**config.mk**
```make
export PLATFORM = sky130hd
export DESIGN_NAME = encoder_unwrap_rate_filter_core
export DESIGN_NICKNAME = d
export VERILOG_FILES = /design/src/rtl/core/erf_pkg.sv /design/src/rtl/core/encoder_unwrap_rate_filter_core.sv /design/src/rtl/core/erf_ring.sv
export VERILOG_INCLUDE_DIRS = /design/src /design/src/rtl/core
export SDC_FILE = /design/constraint.sdc
export NUM_CORES = 1
export LEC_CHECK = 0
export BUFFER_PORTS_ARGS = -buffer_cell sky130_fd_sc_hd__buf_2
export CAP_MARGIN = 40
export CORE_MARGIN = 3
export CORE_UTILIZATION = 40
export CTS_CLUSTER_SIZE = 24
export DETAILED_ROUTE_END_ITERATION = 6
export PLACE_DENSITY_LB_ADDON = 0.12
export SLEW_MARGIN = 20
export SYNTH_ARGS = -nofsm -noshare
export SYNTH_HDL_FRONTEND = slang
export SYNTH_SLANG_ARGS = --single-unit
export TNS_END_PERCENT = 20
```
**constraint.sdc**
```tcl
create_clock -name i_clk -period 26.9 [get_ports i_clk]
set_input_delay 2.69 -clock i_clk [delete_from_list [all_inputs] [get_ports i_clk]]
set_output_delay 2.69 -clock i_clk [all_outputs]
set_load 0.02 [all_outputs]
```
**src/rtl/core/encoder_unwrap_rate_filter_core_macros.svh**
```systemverilog
// assertion macros for the encoder unwrap and rate filter core
`ifndef ENCODER_UNWRAP_RATE_FILTER_CORE_MACROS_SVH
`define ENCODER_UNWRAP_RATE_FILTER_CORE_MACROS_SVH

`ifndef SYNTHESIS

// same-cycle implication, checked outside reset
`define ERF_ASSERT_IMP(label, clk, rst_n, ante, cons) \
    label: assert property (@(posedge clk) disable iff (!(rst_n)) (ante) |-> (cons)) \
        else $error("erf assertion failed");

// next-cycle implication, checked outside reset
`define ERF_ASSERT_NEXT(label, clk, rst_n, ante, cons) \
    label: assert property (@(posedge clk) disable iff (!(rst_n)) (ante) |=> (cons)) \
        else $error("erf assertion failed");

`else

`define ERF_ASSERT_IMP(label, clk, rst_n, ante, cons)
`define ERF_ASSERT_NEXT(label, clk, rst_n, ante, cons)

`endif

`endif

```
**src/rtl/core/erf_pkg.sv**
```systemverilog
// shared widths, constants and register codes for the encoder unwrap core
package erf_pkg;

    localparam int ANGLE_W = 13;
    localparam int RATE_W  = 14;
    localparam int TURN_W  = 21;
    localparam int POS_W   = ANGLE_W + TURN_W;
    localparam int Q10_W   = 40;
    localparam int SPEED_W = 16;
    localparam int CUR_W   = 16;
    localparam int TEMP_W  = 8;

    localparam int DEF_WINDOW_SIZE = 6;

    localparam int HALF_TURN     = 4096;
    localparam int FULL_TURN     = 8192;
    localparam int Q10_PER_COUNT = 45;

    localparam logic signed [TURN_W-1:0] TURN_MAX = {1'b0, {(TURN_W-1){1'b1}}};
    localparam logic signed [TURN_W-1:0] TURN_MIN = {1'b1, {(TURN_W-1){1'b0}}};

    // apb register map
    localparam int PADDR_W = 3;
    localparam int PDATA_W = 32;
    localparam logic REG_ANGLE_BIAS = 1'b0;

endpackage

```
**src/rtl/core/encoder_unwrap_rate_filter_core.sv**
```systemverilog
// encoder multiturn unwrap with windowed rate average and peak tracking
//
//  channel   direction  handshake                  payload
//  in        to core    i_in_valid / o_in_stall    angle, speed, current, temperature
//  out       from core  o_out_valid / i_out_stall  position, angle_q10, rates, turns, pass
//  cfg       to core    apb psel / penable         angle_bias at byte address 0
//
//  one beat per cycle while i_out_stall is low; each beat is registered in stage 1, stage 2
//  and the output register (accept + ring read, window sum, reciprocal multiply)
//  the registered read-first ring memory sets the pipeline depth; the sum stage sets the rate
//  reset is synchronous and clears the ring valid bits at once, no clearing pass
//  a stall at the output backs up only as far as the first empty stage
module encoder_unwrap_rate_filter_core #(
    parameter int WINDOW_SIZE = erf_pkg::DEF_WINDOW_SIZE
) (
    input  logic                                i_clk,
    input  logic                                i_rst_n,
    // input channel
    input  logic                                i_in_valid,
    output logic                                o_in_stall,
    input  logic [erf_pkg::ANGLE_W-1:0]         i_angle_raw,
    input  logic signed [erf_pkg::SPEED_W-1:0]  i_speed_raw,
    input  logic [erf_pkg::CUR_W-1:0]           i_current_raw,
    input  logic [erf_pkg::TEMP_W-1:0]          i_temperature_raw,
    // output channel
    output logic                                o_out_valid,
    input  logic                                i_out_stall,
    output logic signed [erf_pkg::POS_W-1:0]    o_position_count,
    output logic signed [erf_pkg::Q10_W-1:0]    o_angle_q10,
    output logic signed [erf_pkg::RATE_W-1:0]   o_step_rate,
    output logic signed [erf_pkg::RATE_W-1:0]   o_average_rate,
    output logic signed [erf_pkg::RATE_W-1:0]   o_peak_rate,
    output logic signed [erf_pkg::TURN_W-1:0]   o_turn_count,
    output logic signed [erf_pkg::SPEED_W-1:0]  o_speed_out,
    output logic [erf_pkg::CUR_W-1:0]           o_current_out,
    output logic [erf_pkg::TEMP_W-1:0]          o_temperature_out,
    // configuration port
    input  logic                                psel,
    input  logic                                penable,
    input  logic                                pwrite,
    input  logic [erf_pkg::PADDR_W-1:0]         paddr,
    input  logic [erf_pkg::PDATA_W-1:0]         pwdata,
    output logic [erf_pkg::PDATA_W-1:0]         prdata,
    output logic                                pready
);
    import erf_pkg::*;

`include "encoder_unwrap_rate_filter_core_macros.svh"

    localparam int LOG_W   = $clog2(WINDOW_SIZE);
    localparam int SUM_W   = RATE_W + LOG_W;
    localparam int DIV_K   = SUM_W + LOG_W;
    localparam int RECIP_W = DIV_K + 1;
    localparam int PROD_W  = SUM_W + RECIP_W;
    localparam longint unsigned RECIP_L =
        ((64'd1 << DIV_K) + 64'(WINDOW_SIZE) - 64'd1) / 64'(WINDOW_SIZE);
    localparam logic [RECIP_W-1:0] RECIP = RECIP_W'(RECIP_L);
    localparam int REL_W = POS_W + 1;

    // configuration
    logic [ANGLE_W-1:0] r_bias;
    logic               w_cfg_wr;

    assign pready   = 1'b1;
    assign w_cfg_wr = psel && penable && pwrite && pready;
    assign prdata   = (paddr[PADDR_W-1:2] == REG_ANGLE_BIAS) ? PDATA_W'(r_bias) : '0;

    always_ff @(posedge i_clk) begin
        if (!i_rst_n) begin
            r_bias <= '0;
        end else if (w_cfg_wr && paddr[PADDR_W-1:2] == REG_ANGLE_BIAS) begin
            r_bias <= pwdata[ANGLE_W-1:0];
        end
    end

    // stage handshake
    logic r_v1, r_v2, r_vo;
    logic w_adv1, w_adv2, w_advo, w_accept;

    assign w_advo     = !r_vo || !i_out_stall;
    assign w_adv2     = !r_v2 || w_advo;
    assign w_adv1     = !r_v1 || w_adv2;
    assign o_in_stall = !w_adv1;
    assign w_accept   = i_in_valid && w_adv1;

    // accept stage: unwrap against the previous angle
    logic [ANGLE_W-1:0]        r_prev_angle;
    logic signed [TURN_W-1:0]  r_turns;
    logic signed [TURN_W-1:0]  n_turns;
    logic signed [RATE_W-1:0]  w_diff;
    logic signed [RATE_W-1:0]  w_rate;
    logic                      w_wrap_up, w_wrap_dn;

    always_comb begin
        w_diff    = $signed({1'b0, i_angle_raw}) - $signed({1'b0, r_prev_angle});
        w_wrap_up = w_diff < -RATE_W'(HALF_TURN);
        w_wrap_dn = w_diff > RATE_W'(HALF_TURN);
        w_rate    = w_diff;
        n_turns   = r_turns;
        if (w_wrap_up) begin
            w_rate = w_diff + RATE_W'(FULL_TURN);
            if (r_turns != TURN_MAX) n_turns = r_turns + 1'b1;
        end else if (w_wrap_dn) begin
            w_rate = w_diff - RATE_W'(FULL_TURN);
            if (r_turns != TURN_MIN) n_turns = r_turns - 1'b1;
        end
    end

    always_ff @(posedge i_clk) begin
        if (!i_rst_n) begin
            r_prev_angle <= '0;
            r_turns      <= '0;
        end else if (w_accept) begin
            r_prev_angle <= i_angle_raw;
            r_turns      <= n_turns;
        end
    end

    logic signed [RATE_W-1:0] w_old_rate;

    erf_ring #(
        .WINDOW_SIZE (WINDOW_SIZE)
    ) u_ring (
        .i_clk      (i_clk),
        .i_rst_n    (i_rst_n),
        .i_wr_en    (w_accept),
        .i_wr_rate  (w_rate),
        .o_old_rate (w_old_rate)
    );

    // stage 1
    logic signed [RATE_W-1:0]  r1_rate;
    logic signed [TURN_W-1:0]  r1_turns;
    logic [ANGLE_W-1:0]        r1_angle;
    logic signed [SPEED_W-1:0] r1_speed;
    logic [CUR_W-1:0]          r1_current;
    logic [TEMP_W-1:0]         r1_temp;

    always_ff @(posedge i_clk) begin
        if (!i_rst_n) begin
            r_v1 <= 1'b0;
        end else if (w_adv1) begin
            r_v1 <= w_accept;
        end
    end

    always_ff @(posedge i_clk) begin
        if (w_accept) begin
            r1_rate    <= w_rate;
            r1_turns   <= n_turns;
            r1_angle   <= i_angle_raw;
            r1_speed   <= i_speed_raw;
            r1_current <= i_current_raw;
            r1_temp    <= i_temperature_raw;
        end
    end

    // running window sum; updated in item order as each beat leaves stage 1
    logic signed [SUM_W-1:0] r_sum;
    logic signed [SUM_W-1:0] n_sum;
    logic signed [POS_W-1:0] w1_pos;
    logic signed [REL_W-1:0] w1_rel;

    assign n_sum  = r_sum + SUM_W'(r1_rate) - SUM_W'(w_old_rate);
    assign w1_pos = {r1_turns, r1_angle};
    assign w1_rel = REL_W'(w1_pos) - $signed(REL_W'(r_bias));

    always_ff @(posedge i_clk) begin
        if (!i_rst_n) begin
            r_sum <= '0;
        end else if (w_adv2 && r_v1) begin
            r_sum <= n_sum;
        end
    end

    // stage 2
    logic signed [SUM_W-1:0]   r2_sum;
    logic signed [REL_W-1:0]   r2_rel;
    logic signed [POS_W-1:0]   r2_pos;
    logic signed [RATE_W-1:0]  r2_rate;
    logic signed [TURN_W-1:0]  r2_turns;
    logic signed [SPEED_W-1:0] r2_speed;
    logic [CUR_W-1:0]          r2_current;
    logic [TEMP_W-1:0]         r2_temp;

    always_ff @(posedge i_clk) begin
        if (!i_rst_n) begin
            r_v2 <= 1'b0;
        end else if (w_adv2) begin
            r_v2 <= r_v1;
        end
    end

    always_ff @(posedge i_clk) begin
        if (w_adv2 && r_v1) begin
            r2_sum     <= n_sum;
            r2_rel     <= w1_rel;
            r2_pos     <= w1_pos;
            r2_rate    <= r1_rate;
            r2_turns   <= r1_turns;
            r2_speed   <= r1_speed;
            r2_current <= r1_current;
            r2_temp    <= r1_temp;
        end
    end

    // truncating divide by the window size: magnitude times a rounded-up reciprocal
    logic                     w2_neg;
    logic [SUM_W-1:0]         w2_mag;
    logic [PROD_W-1:0]        w2_prod;
    logic [RATE_W-1:0]        w2_quot;
    logic signed [RATE_W-1:0] w2_avg;
    logic signed [Q10_W-1:0]  w2_q10;
    logic [RATE_W-1:0]        w_peak_mag;
    logic signed [RATE_W-1:0] r_peak;

    always_comb begin
        w2_neg  = r2_sum[SUM_W-1];
        w2_mag  = w2_neg ? SUM_W'(-r2_sum) : SUM_W'(r2_sum);
        w2_prod = PROD_W'(w2_mag) * PROD_W'(RECIP);
        w2_quot = w2_prod[DIV_K +: RATE_W];
        w2_avg  = w2_neg ? -$signed(w2_quot) : $signed(w2_quot);
        w2_q10  = Q10_W'(r2_rel) * Q10_W'(Q10_PER_COUNT);
    end

    assign w_peak_mag = r_peak[RATE_W-1] ? RATE_W'(-r_peak) : RATE_W'(r_peak);

    // output stage
    logic signed [POS_W-1:0]   r_o_pos;
    logic signed [Q10_W-1:0]   r_o_q10;
    logic signed [RATE_W-1:0]  r_o_rate;
    logic signed [RATE_W-1:0]  r_o_avg;
    logic signed [TURN_W-1:0]  r_o_turns;
    logic signed [SPEED_W-1:0] r_o_speed;
    logic [CUR_W-1:0]          r_o_current;
    logic [TEMP_W-1:0]         r_o_temp;

    always_ff @(posedge i_clk) begin
        if (!i_rst_n) begin
            r_vo   <= 1'b0;
            r_peak <= '0;
        end else if (w_advo) begin
            r_vo <= r_v2;
            // strictly larger magnitude only, so ties keep the older sign
            if (r_v2 && w2_quot > w_peak_mag) begin
                r_peak <= w2_avg;
            end
        end
    end

    always_ff @(posedge i_clk) begin
        if (w_advo && r_v2) begin
            r_o_pos     <= r2_pos;
            r_o_q10     <= w2_q10;
            r_o_rate    <= r2_rate;
            r_o_avg     <= w2_avg;
            r_o_turns   <= r2_turns;
            r_o_speed   <= r2_speed;
            r_o_current <= r2_current;
            r_o_temp    <= r2_temp;
        end
    end

    assign o_out_valid       = r_vo;
    assign o_position_count  = r_o_pos;
    assign o_angle_q10       = r_o_q10;
    assign o_step_rate       = r_o_rate;
    assign o_average_rate    = r_o_avg;
    assign o_peak_rate       = r_peak;
    assign o_turn_count      = r_o_turns;
    assign o_speed_out       = r_o_speed;
    assign o_current_out     = r_o_current;
    assign o_temperature_out = r_o_temp;

    // checks
    `ERF_ASSERT_NEXT(a_accept_fills_s1, i_clk, i_rst_n, w_accept, r_v1)
    `ERF_ASSERT_IMP(a_empty_never_stalls, i_clk, i_rst_n, !r_v1 && !r_v2 && !r_vo, !o_in_stall)
    `ERF_ASSERT_NEXT(a_peak_never_shrinks, i_clk, i_rst_n, 1'b1, w_peak_mag >= $past(w_peak_mag))

endmodule

```
**src/rtl/core/erf_ring.sv**
```systemverilog
// rate ring: delta memory with read-first port, valid bits and write pointer
module erf_ring #(
    parameter int WINDOW_SIZE = erf_pkg::DEF_WINDOW_SIZE
) (
    input  logic                              i_clk,
    input  logic                              i_rst_n,
    input  logic                              i_wr_en,
    input  logic signed [erf_pkg::RATE_W-1:0] i_wr_rate,
    output logic signed [erf_pkg::RATE_W-1:0] o_old_rate
);
    import erf_pkg::*;

    localparam int PTR_W = (WINDOW_SIZE > 1) ? $clog2(WINDOW_SIZE) : 1;

    logic signed [RATE_W-1:0] r_mem [WINDOW_SIZE];
    logic [WINDOW_SIZE-1:0]   r_vld;
    logic [PTR_W-1:0]         r_ptr;
    logic [PTR_W-1:0]         n_ptr;
    logic signed [RATE_W-1:0] r_rd_data;
    logic                     r_rd_vld;

    assign n_ptr = (r_ptr == PTR_W'(WINDOW_SIZE - 1)) ? '0 : r_ptr + 1'b1;

    // read-first: the entry leaving the window comes out as the new rate goes in
    always_ff @(posedge i_clk) begin
        if (i_wr_en) begin
            r_rd_data    <= r_mem[r_ptr];
            r_mem[r_ptr] <= i_wr_rate;
        end
    end

    always_ff @(posedge i_clk) begin
        if (!i_rst_n) begin
            r_vld    <= '0;
            r_ptr    <= '0;
            r_rd_vld <= 1'b0;
        end else if (i_wr_en) begin
            r_rd_vld     <= r_vld[r_ptr];
            r_vld[r_ptr] <= 1'b1;
            r_ptr        <= n_ptr;
        end
    end

    // entries never written since reset count as zero
    assign o_old_rate = r_rd_vld ? r_rd_data : '0;

endmodule

```
---- Word level (Yosys, flattened, before mapping) ----
Memory sizes are Yosys's and may differ from the RTL's. A register that Yosys moved wholly into a read port is not among the register bits.
Index checks and enable logic that the tools add are counted.
operators by class
  $add $sub $neg .......................... 12
  multiply operators ...................... 2
  order comparisons ....................... 5
  equality and inequality tests ........... 3
  muxes and demuxes ....................... 18
  bitwise operators ....................... 2
  reductions and logical operators ........ 17
operators by type and width
  kind                                                                             count
  21-bit 2-to-1 mux                                                                4
  14-bit 2-to-1 mux                                                                5
  21-bit inequality test (second input constant)                                   2
  35-bit by 7-bit multiplier with 40-bit output (second input constant)            1
  34-bit by 14-bit subtractor with 35-bit output                                   1
  17-bit by 18-bit multiplier with 34-bit output (second input constant)           1
  14-bit negator                                                                   2
  21-bit by 1-bit adder with 21-bit output (second input constant)                 1
  21-bit by 1-bit subtractor with 21-bit output (second input constant)            1
  17-bit by 14-bit adder with 17-bit output                                        1
  17-bit 2-to-1 mux                                                                1
  17-bit negator                                                                   1
  17-bit by 14-bit subtractor with 17-bit output                                   1
  14-bit adder (second input constant)                                             1
  14-bit > comparator                                                              1
  14-bit > comparator (second input constant)                                      1
  14-bit by 13-bit less-than comparator with 1-bit output (second input constant)  1
  13-bit by 13-bit subtractor with 14-bit output                                   1
  14-bit subtractor (second input constant)                                        1
  13-bit 2-to-1 mux                                                                1
  1-bit logical AND                                                                8
  6-bit bitwise OR                                                                 1
  1-bit zero test                                                                  5
  3-bit by 4-bit less-than comparator with 1-bit output (second input constant)    1
  10 further kinds                                                                 15
storage, ports and cells
  flip-flop bits (word level) ............. 503
  bits in writable memories ............... 84
  input bits .............................. 95
  memories ................................ 1
memory list
  memory        depth  bits a word  rd ports  clocked after Yosys merged registers in  write ports  line            RTL
  u_ring.r_mem  6      14           1         1                                        1            erf_ring.sv:15  logic signed [RATE_W-1:0] r_mem [WINDOW_SIZE];

---- Depth between registers and ports, before layout ----
Gate-level depths: netlist (run 1).
  word-level depth ........................ 7
  gate-level depth with buffers ........... 36
  gate-level depth less buffers ........... 34

---- Modules after synthesis ----
A second synthesis (run 1) with hierarchy kept.
second synthesis, totals
  cells, all modules ...................... 2844
  area total of the unflattened synthesis .. 33088.0 um2
by module, submodules not included
  module                           instances  cells each  area an instance (um2)
  encoder_unwrap_rate_filter_core  1          2623        28955.3
  erf_ring                         1          221         4132.7

---- Worst setup path before layout (run 1) ----
No wires, ideal clock.
  path kind ............................... register to register
  from .................................... reg r2_sum[0]
  to ...................................... reg r_peak[10] (netlist: o_peak_rate[10])
  arrival time ............................ 8.296 ns
  setup slack ............................. 18.472 ns
  cell stages (with the launch flop) ...... 34
  buffers on the path ..................... 2
  cell sequence ........................... edfxtp_1 or4_1 or3_1 o41ai_1 xor2_1 inv_1 ha_1 inv_1 fa_1 fa_1 fa_1 inv_1 fa_1 inv_1 fa_1 inv_1 ha_1 a221oi_1 o21ai_0 nor2_1 a2111oi_1 or3_1 a21o_1 a21oi_1 xnor2_1 inv_1 ha_1 o21ai_0 o21ai_2 and3b_1 buf_2 buf_2 o31ai_1 a21oi_1
on the way
  longest elaborated chain between the ends .. 6
  elaborated cells between the ends (all ways) .. 8
ends and longest elaborated chain
  element                                           line                                    RTL
  start, declared                                   encoder_unwrap_rate_filter_core.sv:177  logic signed [SUM_W-1:0] r2_sum;
  start signal, assigned                            encoder_unwrap_rate_filter_core.sv:196  r2_sum <= n_sum;
  17-bit negator                                    encoder_unwrap_rate_filter_core.sv:219  w2_mag = w2_neg ? SUM_W'(-r2_sum) : SUM_W'(r2_sum);
  17-bit 2-to-1 mux *                               encoder_unwrap_rate_filter_core.sv:219
  17-bit by 18-bit multiplier with 34-bit output *  encoder_unwrap_rate_filter_core.sv:220  w2_prod = PROD_W'(w2_mag) * PROD_W'(RECIP);
  14-bit > comparator                               encoder_unwrap_rate_filter_core.sv:245  if (r_v2 && w2_quot > w_peak_mag) begin
  1-bit logical AND                                 encoder_unwrap_rate_filter_core.sv:245
  2-bit AND reduction (no source line)              n/a
  end signal, assigned                              encoder_unwrap_rate_filter_core.sv:246  r_peak <= w2_avg;
  end, declared                                     encoder_unwrap_rate_filter_core.sv:215  logic signed [RATE_W-1:0] r_peak;
Every way passes the cells marked *; elsewhere a longest branch is shown, timed or not.
A chain may end at the register's enable or synchronous reset.

---- Worst setup path after layout (run 1) ----
  from .................................... reg r2_sum[0]
  to ...................................... reg r_peak[0] (netlist: o_peak_rate[0])
Same word-level chain as after synthesis.

==> summary.txt, run 1 <==
Setup path
  • R2r setup slk: 16.88 ns
  • Critical Path RT: 27.37 ns
  • R2r worst-path depth: 31
  • Cell mode on critical path: inv_1
  • CP peak stage delay: 0.64 ns
  • Crit start category: register
  • Critical Path Sink Type: register
  • WS Path Type: register to register
  • Slowest CP cell: edfxtp_1
  • Reg2reg end: o_peak_rate[0]$_SDFFE_PN0P_
  • Crit Path Max Fanout: 15
  • FF-to-FF Start: r2_sum[0]$_DFFE_PP_
  • Worst endpoint data arrival time: 10.49 ns

Placed design
  • RePlAce Congestion: 0.8280
  • Placed Cells: 4,101
  • Placed wire-length estimate: 56,050 µm
  • Port Buffer Count: 265

Clocking
  • Clk_lat worst skew: 0.62 ns
  • CTS clk-pin slew, worst paths: 0.07 ns
  • CTS Root Cell: clkbuf_16
  • CTS Hold Buffers Added: 0
  • CTS tree: yes
  • Post-CTS setup buffers: 0
  • PostCTS Resize Cnt: 0
  • CTS Buf Count: 66
  • Max clock buf depth: 3
  • Sink Count: 559
  • H-tree depth reported by CTS: 3

Final layout
  • Final non-filler cell total: 4,230
  • Nets: 3,659
  • Area grow syn2layout: 15.01%
  • Post-route core utilization: 46.79%
  • Share of cells above drive strength 1: 14.46%
  • Multi-input gate area: 14,880 µm²
  • Most common cell after layout, fill and taps aside: inv_1
  • Most frequent cells in the layout: 478 x inv_1, 468 x edfxtp_1, 284 x ha_1, 267 x buf_2, 181 x nand2_1
  • Reg area: 15,880 µm²
  • Layout fillers: 7,411

Logic synthesis
  • Top cell type's share of synthesized area: 42.61%
  • Mean Syn Cell Area: 11.64 µm²
  • Post-Syn Area: 32,980 µm²
  • Yosys reg bits: 559
  • Commonest register cell after synthesis: edfxtp_1
  • Ys async rst share: 0%
  • Sequential element share of the synthesized area: 48.13%
  • Yosys warnings: 0
  • Unique masters post-synth: 82
  • Number of synthesized flops with an enable pin: 468
  • Mapped Cells: 2,834
  • Top cell type by total area after synthesis: edfxtp_1
  • Top post-synthesis cells by area: edfxtp_1 43%, ha_1 11%, fa_1 10%, dfxtp_1 5.5%, inv_1 5.5%

Timing
  • Max-slew violations: 0
  • Tcrit/Tclk final: 37.25%
  • Worst Tran Pin Value: 0.8775 ns
  • Final Skew: 0.02556 ns
  • F_max: 99.79 MHz
  • Worst slew margin: 41.08%
  • Unrepaired setup endpoints after global routing: false
  • Min cycle time layout: 10.02 ns
  • Final setup TNS: 0 ns
  • Hold Violations, Final: 0
  • Final setup fails: 0

Global route
  • Largest net degree at the start of global routing: 72
  • Total congestion overflow: 0
  • Vias in the first global route: 21,630
  • Initial antenna violation count: 5
  • Global-route wire length before repair: 118,900 µm
  • Gr usage total: 17.40%

Hold path
  • HP Start: r1_current[0]$_DFFE_PP_
  • Worst Hold Class: register to register
  • Hold Path End: r2_current[0]$_DFFE_PP_
  • Hold Crit Depth: 0

Routing
  • DRT Pass-1 Iters: 5
  • Vias after detailed routing: 21,160
  • DRC violations left: 0
  • Post-route ant nets: 0
  • Final wirelength: 74,380 µm
  • Wire per inst: 17.58 µm
  • Routed vias/inst: 5.003
  • DR iter-0 viols: 1,090

Die
  • Initial Utilization: 40.69%
  • Core Area: 81,070 µm²
  • Std-Cell Rows: 104
  • Die width: 293.2 µm
  • Die area: 85,940 µm²
  • DIE HEIGHT: 293.2 µm
  • IO Count: 307

Flow run
  • MaxCap Viol Count: 0

Outcome
  • Outcome: complete, no violations
==> worst max-delay path, delay by kind of cell, from the launching register on <==
kind / cells / cell delay, ns
AOI/OAI and AO/OA: 10 / 2.47
xor gates and xnor gates: 2 / 0.71
adders and majority gates: 8 / 3.40
buffers and inverters: 6 / 0.48
DFF: 1 / 0.64
and+or+nand+nor: 5 / 2.19
==> through the flow <==
step	area [µm²]	hold WS [ns]	worst slack [ns]
after global placement	35330	0.4009	16.88
final	37930	0.4148	16.88
after global routing	37930	0.4215	16.20
after detailed placement	35540	0.4045	16.84
after floorplan	33060	0.4003	18.47
after CTS	37830	0.4156	16.83
==> state kept, by name (all words and copies together), names as in the netlist, 17 cells and up <==
register,count
o_angle_q10,40
o_position_count,34
r1_turns,21
r2_pos,34
r2_rel,35
r2_sum,17
r_sum,17
r_turns,21
u_ring.r_mem,84
==> area by class of cell <==
class,count,area share (%)
Antenna cell,2,0.01319
Timing Repair Buffer,300,4.578
Clock buffer,81,4.720
Multi-Input combinational cell,1706,39.22
Sequential cell,559,41.85
Tap cell,1060,3.496
Clock inverter,40,1.309
Inverter,482,4.809
==> cells by family after synthesis <==
| group | share of synthesized area (%) |
|---|---|
| simple gates | 8.846 |
| flops | 48.13 |
| buf+inv | 7.196 |
| compound gates | 8.304 |
| other cells | 0.02277 |
| mux | 2.367 |
| fa+ha+maj | 20.79 |
| xor+xnor | 4.344 |
==> cells in the mapped netlist, types with 36 or more instances <==
cell type  number
fa_1          165
ha_1          284
nor2_1        142
nor3_1         36
o21ai_0        60
inv_1         481
xnor2_1       121
dfxtp_1        91
a21oi_1       156
edfxtp_1      468
nand2_1       181
xor2_1         40
nand3_1        41
clkbuf_1       49
buf_4          41
mux2i_1        42
==> worst max-delay path by stage <==
stage / cells past startpoint / end / from
after floorplan: 33 / o_peak_rate[10]$_SDFFE_PN0P_ / r2_sum[0]$_DFFE_PP_
after global placement: 31 / o_peak_rate[13]$_SDFFE_PN0P_ / r2_sum[0]$_DFFE_PP_
after detailed placement: 31 / o_peak_rate[0]$_SDFFE_PN0P_ / r2_sum[0]$_DFFE_PP_
after CTS: 31 / o_peak_rate[0]$_SDFFE_PN0P_ / r2_sum[0]$_DFFE_PP_
after global routing: 31 / o_peak_rate[0]$_SDFFE_PN0P_ / r2_sum[0]$_DFFE_PP_
final: 31 / o_peak_rate[0]$_SDFFE_PN0P_ / r2_sum[0]$_DFFE_PP_
==> per-layer routing <==
| layer | wire (µm) | GRT usage, % | share of wire (%) |
|---|---|---|---|
| met5 | 9 | 0 | 0.012 |
| met2 | 34780 | 28.32 | 47 |
| met4 | 1212 | 4.171 | 1.6 |
| met3 | 3433 | 3.107 | 4.6 |
| met1 | 34940 | 24.29 | 47 |
Power of run 1 is not shown: default switching activity piles up to over one toggle a cycle in this logic, so the estimate is an artifact.
==> inputs of run 2 (changes only) <==
==> constraint.sdc (replaced) <==
create_clock -name i_clk -period 8.4 [get_ports i_clk]
set_input_delay 0.84 -clock i_clk [delete_from_list [all_inputs] [get_ports i_clk]]
set_output_delay 0.84 -clock i_clk [all_outputs]
set_load 0.02 [all_outputs]
==> run 2 against run 1 <==
- cell count rose by 2.7%
- register-to-register slack got worse by 17 ns
- critical path depth rose by 2
- via count rose by 2.9%
- clock skew rose by 0.017 ns
- non-clock buffer count rose by 118
- sequential share of layout area fell by 1.6 points
- global-route usage barely moved
- routed wire length rose by 2.4%
- design area rose by 4.0%
- critical path type unchanged
- largest cell class unchanged
- highest routed layer unchanged
==> summary.txt, run 2 (same netlist as run 1, synthesis figures left out) <==
Outcome
  • Outcome: complete, no violations

Routing
  • Wire per inst: 17.53 µm (-0.29%)
  • Vias after detailed routing: 21,770 (+2.9%)
  • Routed vias/inst: 5.010 (+0.15%)
  • Final wirelength: 76,200 µm (+2.4%)
  • DR iter-0 viols: 1,220 (+12%)
  • Post-route ant nets: 0 (unchanged)
  • DRC violations left: 0 (unchanged)
  • DRT Pass-1 Iters: 5 (unchanged)

Hold path
  • HP Start: i_speed_raw[9]
  • Hold Path End: r1_speed[9]$_DFFE_PP_
  • Worst Hold Class: input port to register
  • Hold Crit Depth: 1 (+1)

Clocking
  • CTS tree: yes
  • Max clock buf depth: 3 (unchanged)
  • Clk_lat worst skew: 0.63 ns (about the same)
  • H-tree depth reported by CTS: 3 (unchanged)
  • CTS Hold Buffers Added: 0 (unchanged)
  • CTS clk-pin slew, worst paths: 0.06 ns (about the same)
  • CTS Buf Count: 66 (unchanged)
  • Sink Count: 559 (unchanged)
  • CTS Root Cell: clkbuf_16

Timing
  • Min cycle time layout: 8.191 ns (-1.830 ns)
  • Final Skew: 0.04223 ns (+0.01668 ns)
  • Max-slew violations: 0 (unchanged)
  • Hold Violations, Final: 0 (unchanged)
  • F_max: 122.1 MHz (+22%)
  • Final setup fails: 0 (unchanged)
  • WHS: 0.3941 ns (-0.02076 ns)
  • Worst slew margin: 44.50% (+3.4 points)
  • Worst Tran Pin Value: 0.8298 ns (-0.04773 ns)
  • Tcrit/Tclk final: 97.51% (+60 points)

Global route
  • Vias in the first global route: 22,130 (+2.3%)
  • Largest net degree at the start of global routing: 88 (+22%)
  • Global-route wire length before repair: 119,700 µm (+0.67%)
  • Gr usage total: 17.43% (+0.029 points)
  • Initial antenna violation count: 7 (+2)
  • Total congestion overflow: 0 (unchanged)

Final layout
  • Post-route core utilization: 48.64% (+1.9 points)
  • Most common cell after layout, fill and taps aside: edfxtp_1
  • Max reg flops: 84 (unchanged)
  • Area grow syn2layout: 19.56%
  • Top reg by flops: u_ring.r_mem
  • Most frequent cells in the layout: 468 x edfxtp_1, 466 x inv_1, 265 x buf_2, 264 x ha_1, 177 x nand2_1
  • Nets: 3,777 (+3.2%)
  • Share of cells above drive strength 1: 20.82% (+6.4 points)

Placed design
  • Placed wire-length estimate: 57,050 µm (+1.8%)
  • Port Buffer Count: 265 (unchanged)
  • RePlAce Congestion: 0.8549 (+3.2%)

Setup path
  • WS Path Type: register to register
  • Reg2reg end: o_peak_rate[8]$_SDFFE_PN0P_
  • Worst endpoint data arrival time: 8.63 ns (-1.86 ns)
  • Crit Path Max Fanout: 5 (-10)
  • Cell mode on critical path: buf_4
  • R2r worst-path depth: 33 (+6.5%)
  • FF-to-FF Start: r2_sum[4]$_DFFE_PP_
  • R2r setup slk: 0.21 ns (-16.67 ns)
  • CP peak stage delay: 0.56 ns (-0.08 ns)
  • Critical Path RT: 8.84 ns (-18.53 ns)
  • Crit start category: register
  • Critical Path Sink Type: register
  • Slowest CP cell: fa_1

Flow run
  • MaxCap Viol Count: 0 (unchanged)

Die
  • DIE HEIGHT: 293.2 µm (unchanged)
  • Core Area: 81,070 µm² (unchanged)
  • Die width: 293.2 µm (unchanged)
  • Die area: 85,940 µm² (unchanged)
  • IO Count: 307 (unchanged)
  • Std-Cell Rows: 104 (unchanged)
  • Initial Utilization: 40.69% (unchanged)
## run 2: worst max-delay path, delay by kind of cell, from the launching register on
kind                       cells  cell delay [ns]
AOI/OAI and AO/OA              8             1.76
xor gates and xnor gates       1             0.21
adders and majority gates      7             3.04
buffers and inverters         11             1.22
DFF                            1             0.39
and+or+nand+nor                6             1.41
## run 2: worst max path at each step
stage                              from                           end  slack, ns  depth (start not counted)
detailed placement  r2_sum[4]$_DFFE_PP_   o_peak_rate[3]$_SDFFE_PN0P_      -0.19                         32
finish              r2_sum[4]$_DFFE_PP_   o_peak_rate[8]$_SDFFE_PN0P_       0.21                         33
floorplan           r2_sum[0]$_DFFE_PP_   o_peak_rate[3]$_SDFFE_PN0P_       0.03                         33
CTS                 r2_sum[4]$_DFFE_PP_   o_peak_rate[8]$_SDFFE_PN0P_     0.0003                         32
global route        r2_sum[0]$_DFFE_PP_   o_peak_rate[8]$_SDFFE_PN0P_      -0.10                         36
global placement    r2_sum[4]$_DFFE_PP_  o_peak_rate[11]$_SDFFE_PN0P_      -0.08                         32
## run 2: stage by stage
step           instance area [µm²]  std cells  setup WS [ns]  TNS [ns]
2_1_floorplan                33070       2854        0.02981         0
5_1_grt                      39430       4346        -0.1034   -0.5947
4_1_cts                      38470       4315      0.0003260         0
6_report                     39430       4346         0.2089         0
3_5_place_dp                 36170       4191        -0.1907    -2.319
3_3_place_gp                 36060       4184       -0.07798   -0.8852
## run 2: repair_timing
| item | CTS | global route |
|---|---|---|
| setup endpoints to repair | 14 | 20 |
| pin swaps | 4 | 76 |
| resized for setup | 11 | 135 |
| gates cloned | 0 | 3 |
| setup buffers | 4 | 17 |
## run 2: cell type report
class	instances	area, µm²
Antenna cell	1	2.502
Clock buffer	83	1765
Clock inverter	37	446.7
Fill cell	7297	41630
Inverter	482	1824
Multi-Input combinational cell	1706	15550
Sequential cell	559	15880
Tap cell	1060	1326
Timing Repair Buffer	418	2640
## run 2: per-layer routing
metal | global-route usage [%] | vias to the layer above | share of wire (%)
li1 | - | 10530 | -
met1 | 24.28 | 10650 | 47
met2 | 28.49 | 486 | 47
met3 | 2.532 | 103 | 4.5
met4 | 4.979 | 2 | 2.2
met5 | 0 | - | 0.017
Power of run 2 is left out for the same reason.
